==> config.mk <==
export PLATFORM = sky130hd
export DESIGN_NAME = polynomial_multiply
export DESIGN_NICKNAME = d
export VERILOG_FILES = /design/src/rtl/core/pm_pkg.sv /design/src/rtl/core/pm_mac.sv /design/src/rtl/core/polynomial_multiply.sv
export SDC_FILE = /design/constraint.sdc
export NUM_CORES = 2
export LEC_CHECK = 0
export ABC_AREA = 1
export BUFFER_PORTS_ARGS = -buffer_cell sky130_fd_sc_hd__buf_2
export CAP_MARGIN = 10
export CORE_ASPECT_RATIO = 1.2
export CORE_UTILIZATION = 44
export CTS_CLUSTER_SIZE = 14
export DETAILED_ROUTE_END_ITERATION = 6
export GPL_TIMING_DRIVEN = 0
export SYNTH_ARGS = -nofsm -noshare
export SYNTH_HDL_FRONTEND = slang
export SYNTH_SLANG_ARGS = --single-unit
==> constraint.sdc <==
create_clock -name i_clk -period 14.1 [get_ports i_clk]
set_clock_uncertainty 0.05 [all_clocks]
set_input_delay 1.41 -clock i_clk [delete_from_list [all_inputs] [get_ports i_clk]]
set_output_delay 1.41 -clock i_clk [all_outputs]
set_load 0.005 [all_outputs]
==> src/rtl/core/pm_pkg.sv <==
// Shared types and constants for the polynomial multiplier.
package pm_pkg;

    localparam int LEN_W      = 6;   // configured length width
    localparam int IDX_IN_W   = 5;   // coefficient index field width
    localparam int VAL_W      = 16;  // coefficient value field width
    localparam int OUT_BITS   = 37;  // product coefficient width
    localparam int IN_DATA_W  = 24;  // coeff_index + coeff_value, byte padded
    localparam int OUT_DATA_W = 40;  // product_coeff, byte padded
    localparam int CFG_IDX_W  = 2;

    typedef enum logic [1:0] {
        ACT_LOAD_A = 2'd0,
        ACT_LOAD_B = 2'd1,
        ACT_START  = 2'd2
    } t_action;

    localparam logic [CFG_IDX_W-1:0] CFG_LEN_A = 2'd0;
    localparam logic [CFG_IDX_W-1:0] CFG_LEN_B = 2'd1;

    typedef enum logic [1:0] {
        ST_IDLE,
        ST_SETUP,
        ST_ISSUE,
        ST_DRAIN
    } t_state;

    // Control that travels with one term through the multiply-accumulate.
    typedef struct packed {
        logic valid;
        logic first;
        logic last;
    } t_term_ctl;

endpackage

==> src/rtl/core/pm_mac.sv <==
// Shared multiply-accumulate unit: one term a cycle, registered product then accumulator.
module pm_mac
    import pm_pkg::*;
#(
    parameter int COEFF_BITS = 16
) (
    input  logic                         i_clk,
    input  logic                         i_rst_n,
    input  t_term_ctl                    i_ctl,
    input  logic signed [COEFF_BITS-1:0] i_a,
    input  logic signed [COEFF_BITS-1:0] i_b,
    output logic                         o_done,
    output logic        [OUT_BITS-1:0]   o_sum
);

    localparam int PROD_W = 2 * COEFF_BITS;
    localparam int EXT_W  = (PROD_W > OUT_BITS) ? PROD_W : OUT_BITS;

    t_term_ctl                 r_prod_ctl;
    logic signed [PROD_W-1:0]  r_prod;
    logic signed [EXT_W-1:0]   w_prod_ext;
    logic        [OUT_BITS-1:0] r_acc;
    logic                      r_done;

    assign w_prod_ext = EXT_W'(r_prod);

    always_ff @(posedge i_clk) begin
        if (!i_rst_n) begin
            r_prod_ctl <= '0;
            r_done     <= 1'b0;
        end else begin
            r_prod_ctl <= i_ctl;
            r_done     <= r_prod_ctl.valid && r_prod_ctl.last;
        end
        r_prod <= i_a * i_b;
        // restart the sum on the first term of each coefficient
        if (r_prod_ctl.valid) begin
            if (r_prod_ctl.first) begin
                r_acc <= w_prod_ext[OUT_BITS-1:0];
            end else begin
                r_acc <= r_acc + w_prod_ext[OUT_BITS-1:0];
            end
        end
    end

    assign o_done = r_done;
    assign o_sum  = r_acc;

endmodule

==> src/rtl/core/polynomial_multiply.sv <==
// Polynomial multiplier top level: coefficient stores, term sequencer and output register.
//
//  channel    dir  handshake                     payload
//  s_axis     in   s_axis_tvalid/s_axis_tready   tuser: action; tdata: coeff_index, coeff_value
//  m_axis     out  m_axis_tvalid/m_axis_tready   tdata: product_coeff; tlast: last
//  cfg        in   i_cfg_valid/o_cfg_ready       i_cfg_index, i_cfg_data (len_a, len_b)
//
// A start word runs len_a*len_b terms through one shared multiply-accumulate, one term a
// cycle, with a setup step before and a pipeline drain after each product coefficient.
// Input is not ready while a product runs; a stalled output word holds the sequencer.
// Reset clears the control state; coefficient stores are undefined until loaded.
module polynomial_multiply
    import pm_pkg::*;
#(
    parameter int MAX_TERMS  = 32,
    parameter int COEFF_BITS = 16
) (
    input  logic                  i_clk,
    input  logic                  i_rst_n,
    // slave stream
    input  logic                  s_axis_tvalid,
    output logic                  s_axis_tready,
    input  logic [1:0]            s_axis_tuser,   // [1:0] action
    input  logic [IN_DATA_W-1:0]  s_axis_tdata,   // [4:0] coeff_index, [20:5] coeff_value
    // master stream
    output logic                  m_axis_tvalid,
    input  logic                  m_axis_tready,
    output logic [OUT_DATA_W-1:0] m_axis_tdata,   // [36:0] product_coeff
    output logic                  m_axis_tlast,
    // configuration
    input  logic                  i_cfg_valid,
    output logic                  o_cfg_ready,
    input  logic [CFG_IDX_W-1:0]  i_cfg_index,
    input  logic [LEN_W-1:0]      i_cfg_data
);

    localparam int IDX_W = $clog2(MAX_TERMS);
    localparam int RAW_W = (COEFF_BITS > VAL_W) ? COEFF_BITS : VAL_W;

    t_state r_state, n_state;

    logic [LEN_W-1:0] r_len_a, r_len_b;
    logic [LEN_W-1:0] r_na, r_nb, r_total;
    logic [LEN_W-1:0] w_na, w_nb;
    logic [LEN_W-1:0] r_k;
    logic [IDX_W-1:0] r_i, r_i_hi;
    logic             r_first;
    logic [LEN_W-1:0] w_lo, w_hi, w_b_idx;

    logic [COEFF_BITS-1:0] mem_a [MAX_TERMS];
    logic [COEFF_BITS-1:0] mem_b [MAX_TERMS];
    logic [COEFF_BITS-1:0] r_rd_a, r_rd_b;
    t_term_ctl             r_rd_ctl, w_issue_ctl;

    logic                  w_mac_done;
    logic [OUT_BITS-1:0]   w_mac_sum;
    logic                  r_res_pend;

    logic                  r_out_valid, r_out_last;
    logic [OUT_BITS-1:0]   r_out_data;
    logic                  w_out_free, w_out_load;

    logic                  w_in_acc, w_wr_ok;
    t_action               w_action;
    logic [IDX_IN_W-1:0]   w_in_idx;
    logic [VAL_W-1:0]      w_in_val;
    logic [RAW_W-1:0]      w_raw;
    logic [COEFF_BITS-1:0] w_coeff;

    assign w_action = t_action'(s_axis_tuser);
    assign w_in_idx = s_axis_tdata[IDX_IN_W-1:0];
    assign w_in_val = s_axis_tdata[IDX_IN_W +: VAL_W];
    assign w_raw    = RAW_W'(w_in_val);
    assign w_coeff  = w_raw[COEFF_BITS-1:0];
    assign w_in_acc = s_axis_tvalid && s_axis_tready;
    assign w_wr_ok  = LEN_W'(w_in_idx) < LEN_W'(MAX_TERMS);

    // clamp configured lengths to 1..MAX_TERMS
    assign w_na = (r_len_a == '0) ? LEN_W'(1) :
                  (r_len_a > LEN_W'(MAX_TERMS)) ? LEN_W'(MAX_TERMS) : r_len_a;
    assign w_nb = (r_len_b == '0) ? LEN_W'(1) :
                  (r_len_b > LEN_W'(MAX_TERMS)) ? LEN_W'(MAX_TERMS) : r_len_b;

    // term range for coefficient k: i from max(0, k-nb+1) to min(k, na-1)
    assign w_lo    = (r_k >= r_nb) ? (r_k - r_nb + LEN_W'(1)) : '0;
    assign w_hi    = (r_k < r_na) ? r_k : (r_na - LEN_W'(1));
    assign w_b_idx = r_k - LEN_W'(r_i);

    assign w_out_free = !r_out_valid || m_axis_tready;
    assign w_out_load = (r_state == ST_DRAIN) && r_res_pend && w_out_free;

    // next state
    always_comb begin
        n_state = r_state;
        case (r_state)
            ST_IDLE: begin
                if (w_in_acc && w_action == ACT_START) begin
                    n_state = ST_SETUP;
                end
            end
            ST_SETUP: n_state = ST_ISSUE;
            ST_ISSUE: begin
                if (r_i == r_i_hi) begin
                    n_state = ST_DRAIN;
                end
            end
            ST_DRAIN: begin
                if (w_out_load) begin
                    n_state = (r_k == r_total - LEN_W'(1)) ? ST_IDLE : ST_SETUP;
                end
            end
            default: n_state = ST_IDLE;
        endcase
    end

    // state outputs
    always_comb begin
        s_axis_tready     = 1'b0;
        o_cfg_ready       = 1'b0;
        w_issue_ctl       = '0;
        case (r_state)
            ST_IDLE: begin
                s_axis_tready = 1'b1;
                o_cfg_ready   = 1'b1;
            end
            ST_ISSUE: begin
                w_issue_ctl.valid = 1'b1;
                w_issue_ctl.first = r_first;
                w_issue_ctl.last  = (r_i == r_i_hi);
            end
            default: begin
                s_axis_tready = 1'b0;
            end
        endcase
    end

    always_ff @(posedge i_clk) begin
        if (!i_rst_n) begin
            r_state     <= ST_IDLE;
            r_len_a     <= LEN_W'(1);
            r_len_b     <= LEN_W'(1);
            r_rd_ctl    <= '0;
            r_res_pend  <= 1'b0;
            r_out_valid <= 1'b0;
        end else begin
            r_state  <= n_state;
            r_rd_ctl <= w_issue_ctl;
            if (i_cfg_valid && o_cfg_ready) begin
                if (i_cfg_index == CFG_LEN_A) begin
                    r_len_a <= i_cfg_data;
                end else if (i_cfg_index == CFG_LEN_B) begin
                    r_len_b <= i_cfg_data;
                end
            end
            if (w_mac_done) begin
                r_res_pend <= 1'b1;
            end else if (w_out_load) begin
                r_res_pend <= 1'b0;
            end
            if (w_out_load) begin
                r_out_valid <= 1'b1;
            end else if (m_axis_tready) begin
                r_out_valid <= 1'b0;
            end
        end
    end

    // sequencer counters and output payload
    always_ff @(posedge i_clk) begin
        case (r_state)
            ST_IDLE: begin
                if (w_in_acc && w_action == ACT_START) begin
                    r_na    <= w_na;
                    r_nb    <= w_nb;
                    r_total <= w_na + w_nb - LEN_W'(1);
                    r_k     <= '0;
                end
            end
            ST_SETUP: begin
                r_i     <= w_lo[IDX_W-1:0];
                r_i_hi  <= w_hi[IDX_W-1:0];
                r_first <= 1'b1;
            end
            ST_ISSUE: begin
                r_first <= 1'b0;
                if (r_i != r_i_hi) begin
                    r_i <= r_i + IDX_W'(1);
                end
            end
            ST_DRAIN: begin
                if (w_out_load) begin
                    r_k <= r_k + LEN_W'(1);
                end
            end
            default: begin
                r_first <= 1'b0;
            end
        endcase
        if (w_out_load) begin
            r_out_data <= w_mac_sum;
            r_out_last <= (r_k == r_total - LEN_W'(1));
        end
    end

    // coefficient stores: write on load words, registered read per term
    always_ff @(posedge i_clk) begin
        if (w_in_acc && w_wr_ok && w_action == ACT_LOAD_A) begin
            mem_a[w_in_idx[IDX_W-1:0]] <= w_coeff;
        end
        r_rd_a <= mem_a[r_i];
    end

    always_ff @(posedge i_clk) begin
        if (w_in_acc && w_wr_ok && w_action == ACT_LOAD_B) begin
            mem_b[w_in_idx[IDX_W-1:0]] <= w_coeff;
        end
        r_rd_b <= mem_b[w_b_idx[IDX_W-1:0]];
    end

    pm_mac #(
        .COEFF_BITS(COEFF_BITS)
    ) u_mac (
        .i_clk   (i_clk),
        .i_rst_n (i_rst_n),
        .i_ctl   (r_rd_ctl),
        .i_a     (r_rd_a),
        .i_b     (r_rd_b),
        .o_done  (w_mac_done),
        .o_sum   (w_mac_sum)
    );

    assign m_axis_tvalid = r_out_valid;
    assign m_axis_tdata  = OUT_DATA_W'(r_out_data);
    assign m_axis_tlast  = r_out_last;

endmodule

; Word-level counts from Yosys, hierarchy flattened
; Memories as Yosys holds them, arrays and structs flattened. A register that Yosys moved wholly into a read port is not among the register bits.
; Index checks and enable logic that the tools add are counted.
[word_totals]
elab_cells = 108
reg_bits = 165
out_inout_bits = 44
memories = 2
ramBits = 1024
in_bits = 39
[op_classes]
n_bitwise = 1
multipliers = 1
addsub = 10
magnitude_cmp = 4
n_eq_ne = 13
reduce_logical = 26
muxes = 28
[mem_list]
columns = name, depth, width, read_ports, rd_clocked_by_memory_dff, write_ports, line_no
row1 = mem_a, 32, 16, 1, 1, 1, polynomial_multiply.sv:50  ; logic [COEFF_BITS-1:0] mem_a [MAX_TERMS];
row2 = mem_b, 32, 16, 1, 1, 1, polynomial_multiply.sv:51  ; logic [COEFF_BITS-1:0] mem_b [MAX_TERMS];
[op_table]
columns = cell, n
row1 = 37-bit adder, 1
row2 = 37-bit two-way mux, 1
row3 = 6-bit two-way mux, 6
row4 = 16-bit by 16-bit multiplier with 32-bit output, 1
row5 = 5-bit two-way mux, 3
row6 = "6-bit greater-than comparator, second input constant", 2
row7 = 6-bit logical NOT, 2
row8 = 6-bit one-hot mux with 2 select lines, 1
row9 = "6-bit by 1-bit subtractor with 6-bit output, second input constant", 2
row10 = "5-bit by 1-bit adder with 5-bit output, second input constant", 2
row11 = 1-bit two-way mux, 10
row12 = 5-bit one-hot mux with 2 select lines, 1
row13 = 5-bit subtractor, 2
row14 = 3-bit AND reduction, 3
row15 = 1-bit logical AND, 8
row16 = "2-bit != test, second input constant", 4
row17 = 2-bit one-hot mux with 4 select lines, 1
row18 = 2-bit AND reduction, 4
row19 = 2-bit nonzero test, 4
row20 = "6-bit by 1-bit adder with 6-bit output, second input constant", 1
row21 = 6-bit adder, 1
row22 = "2-bit by 1-bit == test with 1-bit output, second input constant", 3
row23 = "2-bit == test, second input constant", 3
row24 = 6-bit == test, 1
row25 = 12 further kinds, 16

; Longest topological paths before layout
[depth]
word_depth = 6
depth_mapped = 26
ltp_nobuf = 24

; Cells and area by module
; From an unflattened synthesis, not the netlist that was laid out.
[unflattened]
cells_unflattened = 5653
area_unflattened_um2 = 61143.6
[modules_own_cells]
columns = module, cells_each, n_inst, seq_area_each_um2, area_each_um2
row1 = polynomial_multiply, 3524, 1, 33962.6, 45493.6
row2 = pm_mac, 2129, 1, 1831.8, 15650.0

; Worst setup path before layout
; Ideal clock, no wire load.
[synth_path]
path_kind = flip-flop to flip-flop
start = register r_rd_a[15] (read register of mem_a)
end = register u_mac.r_prod[31]
setup_time_ns = 0.112
synth_period_minus_slack_ns = 5.501
arrival_time_ns = 5.339
t_required_ns = 13.938
path_stages_with_launch = 22
slack_ns = 8.599
path_buffers = 1
cell_sequence = dfxtp_1 -> clkbuf_1 -> nand2_1 -> inv_1 -> fa_1 -> fa_1 -> inv_1 -> fa_1 -> fa_1 -> fa_1 -> fa_1 -> inv_1 -> ha_1 -> nand2_1 -> nor3_1 -> nand2_1 -> nor3_1 -> nand2_1 -> nand3_1 -> inv_1 -> nand2_1 -> nand2_1
[synth_between]
elab_chain_len = 1
[synth_rtl]
columns = item, line_no
row1 = start: declaration, polynomial_multiply.sv:52  ; logic [COEFF_BITS-1:0] r_rd_a, r_rd_b;
row2 = 16-bit by 16-bit multiplier with 32-bit output, pm_mac.sv:35  ; r_prod <= i_a * i_b;
row3 = end signal: assignment, pm_mac.sv:35
row4 = end: declaration, pm_mac.sv:20  ; logic signed [PROD_W-1:0] r_prod;
; No other way between the ends.
; A chain may end at the register's enable or synchronous reset.

; Worst setup path after layout
; Ends and elaborated chain as after synthesis.

==> out/summary.log <==
qor: outcome.failing_checks design-rule violations
qor: logic_synthesis.seq_area_frac_synth 58.4%
qor: logic_synthesis.synthFlopType sky130_fd_sc_hd__edfxtp_1
qor: global_route.groute.usage.overall 26.4%
qor: logic_synthesis.synth-async-reset-ratio 0%
qor: floorplanning.die_width 343 um
qor: timing.final.setup.tns 0 ps
qor: global_route.via_count_of_the_first_global_routing_pass 42.6k
qor: worst_setup_path.start_kind register
qor: timing.timing.max_slew.rel_slack 16.6%
qor: worst_setup_path.cp_cell_sequence clkbuf_1 > nand2_1 > inv_1 > fa_1 > fa_1 > inv_1 > fa_1 > fa_1 > fa_1 > fa_1 > inv_1 > ha_1 > nand2_1 > nor3_1 > nand2_1 > nor3_1 > nand2_1 > nand3_1 > inv_1 > nand2_1 > nand2_1
qor: global_route.globalRoute.totalOverflow 0
qor: logic_synthesis.netlist_area 0.0613 mm^2
qor: drt.detailedRoute.firstIterationViolations 4182
qor: worst_setup_path.path_delay_family adder cells
qor: placement.io_buffers 76
qor: timing.min_period 6870 ps
qor: logic_synthesis.synth_enable_flop_cells 1134
qor: final_layout.most-common-layout-cells sky130_fd_sc_hd__edfxtp_1 (1134), sky130_fd_sc_hd__nand2_1 (950), sky130_fd_sc_hd__nor2_1 (783)
qor: timing.fmax 146 MHz
qor: worst_setup_path.critPathMaxFanout 10
qor: placement.gp_congestion 0.961
qor: floorplanning.rows 149
qor: worst_setup_path.endpoint_kind register
qor: drt.route.vias.total 43.3k
qor: logic_synthesis.synthDistinctLibCells 43
qor: drt.post_drt_via_cell_ratio 5.50
qor: worst_setup_path.critPathRequiredTime 14660 ps
qor: final_layout.post_route_cells_drive_above_1_share 8.18%
qor: flow_run.cap_violations 0
qor: timing.slew_violations 0
qor: final_layout.most_common_library_cell_in_the_layout_ignoring_fill_and_taps sky130_fd_sc_hd__edfxtp_1
qor: clock_tree.htree_num_levels 3
qor: floorplanning.ioPinCount 83
qor: logic_synthesis.yosysWarnings 0
qor: logic_synthesis.synth-seq-cells 1221
qor: outcome.run_status finished, violations left
qor: drt.totalWireLength 186000 um
qor: clock_tree.cts.repair_timing.setup_buffer_count 0
qor: logic_synthesis.cell_count_after_synthesis 5691
qor: worst_hold_path.hold-path-cell-count 2
qor: worst_setup_path.worst_r2r_path_depth 21
qor: logic_synthesis.synth_area_per_cell 10.8 um^2
qor: clock_tree.cts_buffers 119
qor: clock_tree.clock_tree_from_tritoncts done
qor: clock_tree.clock-sinks 1221
qor: floorplanning.initial_core_utilization 44.5%
qor: timing.finalSetupViolCount 0
qor: final_layout.final_net_count 6422
qor: clock_tree.postCtsResizedCells 0
qor: drt.antenna_violating_nets_post_route 0
qor: worst_setup_path.worst-endpoint-arrival 7430 ps
qor: global_route.grt_first_pass_wirelength 274000 um
qor: global_route.grt_antenna_before_repair 5
qor: floorplanning.overall_die_area 0.141 mm^2
qor: timing.worst-slew-pin-transition 1250 ps
qor: drt.post_route_drc_violation_count 24
qor: worst_hold_path.min-delay-path-class register to register
qor: drt.detailedRoute.firstPassIterationCount 7
qor: clock_tree.clockBufferDepth 3
qor: drt.routedWlPerCell 23.6 um
qor: worst_setup_path.critical_path_cell_count 21
qor: clock_tree.worstSkewPairLatency 760 ps
qor: timing.hold_violations 0
qor: clock_tree.cts_hold_buf 0
qor: worst_setup_path.timing.critical_path.buf_inv 5
qor: timing.setup_repair_after_global_routing_missed_its_margin no
qor: timing.fin_crit_sh 48.7%
qor: floorplanning.dieHeight 411 um
qor: floorplanning.coreArea 0.138 mm^2
qor: worst_setup_path.cp_class register to register
qor: clock_tree.cts.root.buffer_cell sky130_fd_sc_hd__clkbuf_16
qor: global_route.grt_max_degree 65
qor: placement.hpwl 133000 um
qor: worst_setup_path.timing.critical_path.slowest_stage_cell sky130_fd_sc_hd__fa_1
qor: worst_setup_path.critPathMaxStageDelay 920 ps
qor: final_layout.areaGrowthSynthToFinish 13.0%
qor: clock_tree.clk_pin_slew_worst_paths 60 ps
registers in the layout (all words and copies together), names as in the netlist, 16 cells and up:
register	count
mem_a	512
mem_b	512
r_out_data	37
r_rd_a	16
r_rd_b	16
u_mac.o_sum	37
u_mac.r_prod	32
metal layers:
| metal | wire (um) | global-route usage (%) | part of all wire (%) | up-vias |
|---|---|---|---|---|
| li1 | - | - | - | 19800 |
| met3 | 12800 | 3.42 | 6.9 | 367 |
| met2 | 91200 | 44.9 | 49 | 1742 |
| met4 | 8290 | 11.2 | 4.5 | 4 |
| met1 | 73900 | 33.8 | 40 | 21400 |
| met5 | 20 | 0 | 0.011 | - |
worst min-delay path: cells and delay by family, from the launching register on:
family | cells | cell delay (ps)
buffers and inverters | 1 | 30
flip-flops | 1 | 290
AND/OR/NAND/NOR | 1 | 50
synthesized netlist by cell type (40+ instances only):
cell type	count	share of area, %
sky130_fd_sc_hd__edfxtp_1	1134	56
sky130_fd_sc_hd__nand2_1	950	5.8
sky130_fd_sc_hd__nor2_1	846	5.2
sky130_fd_sc_hd__inv_1	673	4.1
sky130_fd_sc_hd__o21ai_0	458	3.7
sky130_fd_sc_hd__fa_1	267	8.7
sky130_fd_sc_hd__nand3_1	197	1.6
sky130_fd_sc_hd__clkbuf_1	188	1.2
sky130_fd_sc_hd__ha_1	155	3.2
sky130_fd_sc_hd__o22ai_1	97	0.99
sky130_fd_sc_hd__a21oi_1	94	0.77
sky130_fd_sc_hd__dfxtp_1	87	2.8
sky130_fd_sc_hd__o21ai_1	71	0.58
sky130_fd_sc_hd__o32ai_1	64	0.91
sky130_fd_sc_hd__o211ai_1	57	0.70
sky130_fd_sc_hd__buf_2	56	0.46
sky130_fd_sc_hd__nand4_1	40	0.41
cell families after synthesis:
| logic type | Yosys count | synth area share, % |
|---|---|---|
| other | 1 | 0.00612 |
| adders and majority gates | 422 | 11.9 |
| buffers and inverters | 965 | 6.31 |
| muxes | 32 | 0.523 |
| AOI/OAI and AO/OA | 903 | 8.44 |
| DFF | 1221 | 58.4 |
| xor gates and xnor gates | 62 | 0.898 |
| and+or+nand+nor | 2085 | 13.5 |
final cells by class:
class,instances,area (um^2)
repair buffers,147,1610
fillers,12300,68500
multi-input cells,3507,21800
well taps,1812,2270
clock buffers,163,3350
flip-flops and latches,1221,35800
clock inverters,58,558
diodes,3,7.51
plain buffers,287,1320
inverters,678,2540
through the flow:
step                      utilization, %  setup WS (ps)  cell area [um^2]  std cells  hold slack [ps]
final                               50.3           7230             69300       7876              358
after global routing                50.3           6780             69200       7873              392
after CTS                           50.2           7240             69200       7871              358
after detailed placement            47.4           7290             65300       7650              347
after global placement              46.4           7350             63900       7581              345
after floorplan                        -           8600             61300       5693              340
final timing paths:
check,start,end,slack (ps)
max,r_rd_a[15]$_DFF_P_,u_mac.r_prod[31]$_DFF_P_,7230
min,r_rd_ctl[2]$_SDFF_PN0_,u_mac.r_prod_ctl[2]$_SDFF_PN0_,360
max reg2reg,r_rd_a[15]$_DFF_P_,u_mac.r_prod[31]$_DFF_P_,7230
min reg2reg,r_rd_ctl[2]$_SDFF_PN0_,u_mac.r_prod_ctl[2]$_SDFF_PN0_,360
Power is left out: the tool's default activity adds up to more than one toggle a clock period on the data nets, which glitch-free logic cannot reach.
